### src/hdl/bsc_pkg.sv
// Shared types, constants and helpers for the barometric compensation block.
package bsc_pkg;

	typedef struct packed {
		logic        opcode;
		logic [19:0] raw_value;
	} in_item_t;

	typedef struct packed {
		logic signed [31:0] temperature_centi;
		logic        [31:0] pressure_q8;
		logic               divide_by_zero;
	} out_item_t;

	localparam logic OP_TEMP  = 1'b0;
	localparam logic OP_PRESS = 1'b1;

	localparam logic [1:0] CFG_TEMP    = 2'd0;
	localparam logic [1:0] CFG_PRESS_A = 2'd1;
	localparam logic [1:0] CFG_PRESS_B = 2'd2;
	localparam logic [1:0] CFG_PRESS_C = 2'd3;

	localparam logic [63:0] TEMP_OFFSET = 64'd128000;
	localparam logic [63:0] RAW_BASE    = 64'd1048576;
	localparam logic [63:0] PRESS_SCALE = 64'd3125;
	localparam logic [63:0] ROUND_HALF  = 64'd128;
	localparam logic [63:0] BIAS_47     = 64'h0000_8000_0000_0000;
	localparam logic [63:0] TEMP_MULT   = 64'd5;
	localparam logic [63:0] P7_MULT     = 64'd16;

	typedef enum logic [3:0] {
		ST_T_DIFF,
		ST_T_SQ,
		ST_T_V2,
		ST_T_OUT,
		ST_P_SQ,
		ST_P_V2A,
		ST_P_V2B,
		ST_P_V1A,
		ST_P_V1B,
		ST_P_V1C,
		ST_P_NUM,
		ST_P_PS,
		ST_P_PS2,
		ST_P_P8,
		ST_P_OUT
	} step_t;

	typedef enum logic [2:0] {
		CS_IDLE,
		CS_MUL_GO,
		CS_MUL_WAIT,
		CS_WB,
		CS_DIV_GO,
		CS_DIV_WAIT,
		CS_DIV_TAKE,
		CS_OUT
	} fsm_t;

	typedef struct packed {
		logic  accept;
		logic  mul_go;
		logic  wb;
		logic  div_go;
		logic  div_take;
		logic  out_load;
		step_t step;
	} ctrl_cmd_t;

	typedef struct packed {
		logic mul_done;
		logic div_done;
		logic div_zero;
	} dp_status_t;

	function automatic logic [63:0] sext16(input logic [15:0] v);
		return {{48{v[15]}}, v};
	endfunction

	function automatic logic [63:0] sext32(input logic [31:0] v);
		return {{32{v[31]}}, v};
	endfunction

endpackage

### src/hdl/bsc_ctrl.sv
// Controller: sequences the multiply steps, the divide and the output handoff.
module bsc_ctrl import bsc_pkg::*; (
	input  logic       clk,
	input  logic       arst_n,
	input  logic       in_valid,
	input  logic       opcode,
	input  logic       out_ready,
	input  dp_status_t status,
	output logic       in_ready,
	output logic       out_valid,
	output ctrl_cmd_t  cmd
);

	fsm_t  state_q, state_d;
	step_t step_q, step_d;
	logic  out_valid_q;

	always_ff @(posedge clk or negedge arst_n) begin
		if (!arst_n) begin
			state_q     <= CS_IDLE;
			step_q      <= ST_T_DIFF;
			out_valid_q <= 1'b0;
		end else begin
			state_q <= state_d;
			step_q  <= step_d;
			if (cmd.out_load) out_valid_q <= 1'b1;
			else if (out_ready) out_valid_q <= 1'b0;
		end
	end

	always_comb begin
		state_d = state_q;
		step_d  = step_q;
		case (state_q)
			CS_IDLE: begin
				if (in_valid) begin
					state_d = CS_MUL_GO;
					step_d  = (opcode == OP_PRESS) ? ST_P_SQ : ST_T_DIFF;
				end
			end
			CS_MUL_GO: state_d = CS_MUL_WAIT;
			CS_MUL_WAIT: if (status.mul_done) state_d = CS_WB;
			CS_WB: begin
				case (step_q)
					ST_T_OUT, ST_P_OUT: state_d = CS_OUT;
					ST_P_NUM: state_d = CS_DIV_GO;
					default: begin
						step_d  = step_t'(step_q + 4'd1);
						state_d = CS_MUL_GO;
					end
				endcase
			end
			CS_DIV_GO: state_d = status.div_zero ? CS_OUT : CS_DIV_WAIT;
			CS_DIV_WAIT: if (status.div_done) state_d = CS_DIV_TAKE;
			CS_DIV_TAKE: begin
				step_d  = ST_P_PS;
				state_d = CS_MUL_GO;
			end
			CS_OUT: if (!out_valid_q || out_ready) state_d = CS_IDLE;
			default: state_d = CS_IDLE;
		endcase
	end

	always_comb begin
		cmd          = '0;
		cmd.step     = step_q;
		cmd.accept   = (state_q == CS_IDLE) && in_valid;
		cmd.mul_go   = (state_q == CS_MUL_GO);
		cmd.wb       = (state_q == CS_WB);
		cmd.div_go   = (state_q == CS_DIV_GO) && !status.div_zero;
		cmd.div_take = (state_q == CS_DIV_TAKE);
		cmd.out_load = (state_q == CS_OUT) && (!out_valid_q || out_ready);
	end

	assign in_ready  = (state_q == CS_IDLE);
	assign out_valid = out_valid_q;

	a_load_free: assert property (@(posedge clk) disable iff (!arst_n)
		cmd.out_load |-> (!out_valid_q || out_ready))
		else $error("output register overwritten while full");

	a_accept_leaves_idle: assert property (@(posedge clk) disable iff (!arst_n)
		(in_valid && in_ready) |=> (state_q == CS_MUL_GO))
		else $error("accepted item did not start");

	a_mul_done_waited: assert property (@(posedge clk) disable iff (!arst_n)
		status.mul_done |-> (state_q == CS_MUL_WAIT))
		else $error("multiplier finished outside wait state");

	a_div_done_waited: assert property (@(posedge clk) disable iff (!arst_n)
		status.div_done |-> (state_q == CS_DIV_WAIT))
		else $error("divider finished outside wait state");

endmodule

### config.mk
export PLATFORM = sky130hd
export DESIGN_NAME = bsc_ctrl
export DESIGN_NICKNAME = d
export VERILOG_FILES = /design/src/hdl/bsc_pkg.sv /design/src/hdl/bsc_ctrl.sv
export SDC_FILE = /design/constraint.sdc
export NUM_CORES = 1
export LEC_CHECK = 0
export ABC_AREA = 1
export BUFFER_PORTS_ARGS = -buffer_cell sky130_fd_sc_hd__buf_4
export CORE_MARGIN = 2
export CORE_UTILIZATION = 43
export DETAILED_ROUTE_END_ITERATION = 16
export PLACE_DENSITY_LB_ADDON = 0.05
export SLEW_MARGIN = 20
export SYNTH_ARGS = -nofsm -noshare
export SYNTH_HDL_FRONTEND = slang
export SYNTH_SLANG_ARGS = --single-unit
export TNS_END_PERCENT = 10
### constraint.sdc
create_clock -name clk -period 1.2 [get_ports clk]
set_input_delay 0.18 -clock clk [delete_from_list [all_inputs] [get_ports clk]]
set_output_delay 0.18 -clock clk [all_outputs]
set_load 0.02 [all_outputs]
==> flow_metrics.py, run 1 <==
metrics = {
    "cts": {
        "cts_buffer_depth": 2,
        "cts_buffers": 3,
        "cts_max_level": 1,
        "cts_tree": "built",
        "cts.sinks": 8,
        "clock_latency_ns": 0.24,
        "clockRootBuffer": "clkbuf_4",
        "cts.clk_slew.worst_paths_ns": 0.05,
    },
    "synthesis": {
        "syn_area_per_cell_um2": 6.31,
        "ys_warn_count": 0,
        "synth_area_um2": 606,
        "synthCells": 96,
        "netlist.area_leader.share_pct": 33.1,
        "synth_nets": 106,
        "ys_seq_elements": 8,
        "yosys-top-cells-area": "dfrtp_1 33%, nand2_1 22%, nand3_1 8.3%",
        "synth_top_cell_by_area": "dfrtp_1",
        "synth_seq_area_share_pct": 33.1,
        "yosys.cell_types.count": 17,
    },
    "worst_setup_path": {
        "cp-startpoint": "state_q[1]$_DFFE_PN0P_",
        "crit_arrival_ns": 1.20,
        "crit_type": "flop to output pin",
        "cp_data_required_time_ns": 1.02,
        "worstReg2RegStart": "state_q[0]$_DFFE_PN0P_",
        "end_kind": "output pin",
        "cp_max_fo": 4,
        "startpoint_type": "flop",
    },
    "place": {
        "dp_cells": 144,
        "io_buffer_count": 19,
        "place_congestion": 0.890,
        "hpwlAfterDp_um": 1290,
        "dpl-instance-area_um2": 893,
    },
    "floorplanning": {
        "die_w_um": 41.5,
        "rows": 13,
        "fp.dieH_um": 41.5,
        "coreArea_mm2": 0.00130,
        "initial_core_util_pct": 46.5,
        "io_pins": 20,
        "die-area_mm2": 0.00172,
    },
    "global_routing": {
        "use_met1_pct": 28.5,
        "grt_util_met3_pct": 0,
        "gr-total-overflow": 0,
        "grt_first_pass_wirelength_um": 3060,
        "met2_usage_pct": 40.6,
        "antenna_found_initial": 0,
        "track_usage_pct": 22.2,
        "grt_pass1_vias": 764,
        "grt_max_degree": 9,
        "top_usage_layer": "met2",
    },
    "finish": {
        "design_area_mm2": 0.00113,
        "final_cell_mix": "34 x nand2_1, 34 x buf_4, 12 x buf_6",
        "antennaDiodeCount": 0,
        "nFillCells": 73,
        "final_cell_count_no_fill": 162,
        "final_nets": 158,
        "drive_gt1_share_pct": 52.4,
        "syn2layout_area_growth_pct": 86.2,
    },
    "pwr": {
        "powerDensity_mw_per_mm2": 2120,
        "total_power_mw": 2.39,
        "power_leakage_nw": 0.636,
        "peakVddDrop_mv": 1.39,
    },
    "routing": {
        "via_per_inst": 5.15,
        "wl_per_cell_um": 12.7,
        "drc_errors": 0,
        "antenna_left": 0,
        "dr_total_vias": 835,
        "dr.pass1.iters": 4,
        "finalWirelength_um": 2060,
        "first_iter_violations": 11,
    },
    "timing": {
        "hold_violations": 0,
        "period_share_pct": 115,
        "finalClockSkew_ns": 0.00628,
        "holdWs_ns": 0.260,
        "finalSetupViolations": 14,
        "rsz0062_at_grt": "true",
        "worstMarginPinSlew_ns": 0.209,
        "setup_ws_ns": -0.185,
        "fmax_mhz": 722,
        "period_minus_slack_ns": 1.38,
        "max-slew-margin-rel_pct": 86.1,
        "slew_violations": 0,
    },
    "run_status": {
        "status": "finished with violations",
        "violations": "negative setup slack",
    },
    "flow_run": {
        "drv_cap": 0,
    },
    "min_path": {
        "hold_path_class": "primary input to flop",
        "holdCritStartpoint": "out_ready",
    },
}
==> kinds of logic after synthesis <==
group / share of synthesized area, %
flip-flops: 33.1
adder cells (fa/ha/maj): 4.13
AO/OA/AOI/OAI: 6.20
AND/OR/NAND/NOR: 47.3
buffers and inverters: 9.30
==> cell usage after synthesis <==
master / instances
nand2_1: 36
inv_1: 11
nand3_1: 10
dfrtp_1: 8
nor2_1: 7
o21ai_0: 5
inv_2: 4
ha_1: 2
nand3_2: 2
nand4_1: 2
nor2_2: 2
nor3_1: 2
nand2_2: 1
nand3b_1: 1
o21a_1: 1
o21ai_1: 1
or2_2: 1
==> what timing repair did <==
| item | CTS | global route |
|---|---|---|
| cloned | 0 | 0 |
| pin swaps | 4 | 5 |
| endpoints found under the hold margin | 8 | 0 |
| endpoints found under the setup margin | 14 | 15 |
| hold buffers | 1 | 0 |
| buffers inserted | 10 | 3 |
| gates resized for setup | 16 | 14 |
==> critical path, cell delays in order (launching register included) <==
cell and delay [ns]:
dfrtp_2 0.46, inv_4 0.11, nand3_2 0.09, buf_6 0.13
nor2_4 0.07, buf_6 0.11
==> routing by layer <==
metal	wire (µm)	vias to the layer above
met4	19	0
met3	81	4
met1	884	397
met2	1080	28
li1	-	406
met5	0	-
==> flip-flops by register name, indices dropped and copies added, names as in the netlist <==
register	flops
step_q	4
state_q	3
out_valid	1
==> per-stage QoR <==
| step | setup slack (ns) | utilization [%] | setup TNS [ns] |
|---|---|---|---|
| 2_1_floorplan | -0.0707 | - | -0.387 |
| 3_3_place_gp | -0.0681 | 68.7 | -0.366 |
| 3_5_place_dp | -0.0981 | 68.7 | -0.576 |
| 4_1_cts | -0.152 | 81.3 | -1.56 |
| 5_1_grt | -0.261 | 86.6 | -2.85 |
| 6_report | -0.185 | 86.6 | -1.97 |
==> path summary, 6_finish.rpt <==
kind,endpoint,slack [ns],depth (start not counted)
min in group asynchronous,step_q[1]$_DFFE_PN0P_,0.28,2
hold reg to reg,step_q[3]$_DFFE_PN0P_,0.61,2
max in group asynchronous,state_q[0]$_DFFE_PN0P_,0.78,2
setup reg to reg,state_q[1]$_DFFE_PN0P_,-0.17,9
setup / recovery,cmd[9],-0.18,5
hold / removal,out_valid$_DFFE_PN0P_,0.26,4
==> power breakdown <==
group / internal, mW / leakage, nW / switching [mW] / total (mW)
Combinational: 0.827 / 0.524 / 0.866 / 1.69
Sequential: 0.368 / 0.0971 / 0.128 / 0.496
Clock: 0.126 / 0.0150 / 0.0775 / 0.204
Total: 1.32 / 0.636 / 1.07 / 2.39
==> layout make-up <==
| type | count | area [µm²] | share of cell area [%] |
|---|---|---|---|
| sequential | 8 | 208 | 18.4 |
| multi-input combinational | 73 | 413 | 36.6 |
| clock buffer | 4 | 26.3 | 2.33 |
| inverter | 15 | 61.3 | 5.44 |
| tap | 15 | 18.8 | 1.66 |
| timing repair buffer | 47 | 400 | 35.5 |
No activity file was read; power rests on OpenSTA's default activity.
==> inputs of run 2 (changes only) <==
--- a/config.mk
+++ b/config.mk
@@ -6,11 +6,12 @@
 export NUM_CORES = 1
 export LEC_CHECK = 0
 export ABC_AREA = 1
-export BUFFER_PORTS_ARGS = -buffer_cell sky130_fd_sc_hd__buf_4
+export BUFFER_PORTS_ARGS = -buffer_cell sky130_fd_sc_hd__buf_2
 export CORE_MARGIN = 2
 export CORE_UTILIZATION = 43
 export DETAILED_ROUTE_END_ITERATION = 16
 export PLACE_DENSITY_LB_ADDON = 0.05
+export RECOVER_POWER = 50
 export SLEW_MARGIN = 20
 export SYNTH_ARGS = -nofsm -noshare
 export SYNTH_HDL_FRONTEND = slang
==> flow_metrics.py, run 2 (synthesis results as in run 1) <==
metrics = {
    "worst_setup_path": {
        "crit_arrival_ns": 1.20,
        "reg2reg_depth": 8,
        "r2r_slack_ns": -0.11,
        "cp_data_required_time_ns": 1.02,
        "worstReg2RegStart": "state_q[2]$_DFFE_PN0P_",
        "rr_endpoint": "state_q[1]$_DFFE_PN0P_",
        "cp_max_fo": 6,
        "crit_type": "flop to output pin",
        "end_kind": "output pin",
        "startpoint_type": "flop",
    },
    "finish": {
        "fin_util_pct": 75.5,
        "final_cell_mix": "36 x nand2_1, 22 x buf_4, 11 x inv_1, 11 x buf_2, 8 x nand3_1",
        "largest_register_ffs": 4,
        "final_cell_count_no_fill": 154,
        "syn2layout_area_growth_pct": 62.2,
        "design_area_um2": 982,
        "drive_gt1_share_pct": 45.3,
        "final_nets": 150,
        "antennaDiodeCount": 0,
        "top_register": "step_q",
        "final_common_cell": "nand2_1",
    },
    "floorplanning": {
        "io_pins": 20,
        "die_w_um": 41.5,
        "coreArea_mm2": 0.00130,
        "die-area_mm2": 0.00172,
        "initial_core_util_pct": 46.5,
        "rows": 13,
        "fp.dieH_um": 41.5,
    },
    "pwr": {
        "powerDensity_mw_per_mm2": 2110,
        "power_leakage_nw": 0.567,
        "peakVddDrop_mv": 1.38,
    },
    "cts": {
        "cts_buffer_depth": 2,
        "cts_buffers": 3,
        "cts_tree": "built",
        "cts.clk_slew.worst_paths_ns": 0.05,
        "clockRootBuffer": "clkbuf_4",
        "clock_latency_ns": 0.25,
        "cts_max_level": 1,
        "cts.sinks": 8,
    },
    "global_routing": {
        "antenna_found_initial": 0,
        "grt_max_degree": 9,
        "grt_first_pass_wirelength_um": 2900,
        "grt_pass1_vias": 754,
        "track_usage_pct": 21.3,
        "gr-total-overflow": 0,
    },
    "timing": {
        "worstMarginPinSlew_ns": 0.422,
        "rsz0062_at_grt": "true",
        "hold_violations": 0,
        "period_share_pct": 115,
        "finalSetupViolations": 14,
        "slew_violations": 0,
        "setup_ws_ns": -0.185,
        "period_minus_slack_ns": 1.38,
        "max-slew-margin-rel_pct": 71.9,
        "fmax_mhz": 722,
        "finalClockSkew_ns": 0.00498,
    },
    "routing": {
        "finalWirelength_um": 1690,
        "dr_total_vias": 737,
        "wl_per_cell_um": 11.0,
        "drc_errors": 0,
        "via_per_inst": 4.79,
        "dr.pass1.iters": 4,
        "antenna_left": 0,
        "first_iter_violations": 4,
    },
    "place": {
        "dp_cells": 142,
        "dpl-instance-area_um2": 831,
        "io_buffer_count": 19,
        "hpwlAfterDp_um": 1240,
        "dpl_worst_slack_ns": -0.105,
        "place_congestion": 0.822,
    },
    "min_path": {
        "hold_path_class": "primary input to flop",
        "whs_endpoint": "out_valid$_DFFE_PN0P_",
        "holdCritStartpoint": "out_ready",
        "whs_path_depth": 4,
    },
    "flow_run": {
        "drv_cap": 0,
    },
    "run_status": {
        "status": "finished with violations",
        "violations": "negative setup slack",
    },
}
==> run 2: area by class of cell <==
cell class                      instances  area [µm²]
Inverter                               15        61.3
Timing Repair Buffer                   39         279
Clock buffer                            4        26.3
Tap cell                               15        18.8
Sequential cell                         8         206
Fill cell                             113         319
Multi-Input combinational cell         73         390
==> run 2: timing repair <==
action,CTS,global route
buffers inserted,7,0
endpoints found under the hold margin,8,0
hold buffers,1,0
setup endpoints to repair,14,14
resized for setup,17,6
pin swaps,4,1
==> run 2: worst max-delay path, stage by stage (launching register included) <==
cell and delay, ns:
dfrtp_2 0.45, inv_2 0.10, nand3_2 0.08, buf_6 0.13, nor2_4 0.07, buf_6 0.12
==> run 2: worst max path at each step <==
stage | from | endpoint | cells past startpoint
3_3_place_gp | step_q[0]$_DFFE_PN0P_ | step_q[0]$_DFFE_PN0P_ | 8
5_1_grt | state_q[2]$_DFFE_PN0P_ | cmd[9] | 5
3_5_place_dp | step_q[0]$_DFFE_PN0P_ | step_q[0]$_DFFE_PN0P_ | 8
6_report | state_q[2]$_DFFE_PN0P_ | cmd[9] | 5
2_1_floorplan | step_q[0]$_DFFE_PN0P_ | step_q[2]$_DFFE_PN0P_ | 8
4_1_cts | state_q[2]$_DFFE_PN0P_ | cmd[9] | 5
==> run 2: power by group <==
part | leakage [nW] | internal [mW] | switching, mW
clock | 0.0150 | 0.127 | 0.0815
sequential | 0.0983 | 0.365 | 0.121
combinational | 0.454 | 0.631 | 0.752
==> run 2: layer usage <==
metal  track usage (%)  part of all wire, %  vias to the layer above
met4              11.0                 0.95                        0
met2              38.1                   54                       14
met3              3.91                  2.6                        2
met5                 0                    0                        -
li1                  -                    -                      388
met1              23.6                   42                      333
==> run 2: through the flow <==
stage / hold WS, ns / setup TNS, ns / total power, mW
finish: 0.233 / -1.68 / 2.08
global placement: 0.0245 / -0.515 / 1.55
global route: 0.268 / -2.88 / 2.25
floorplan: -0.116 / -0.387 / 1.16
detailed placement: 0.0246 / -0.670 / 1.56
CTS: 0.231 / -1.55 / 2.04
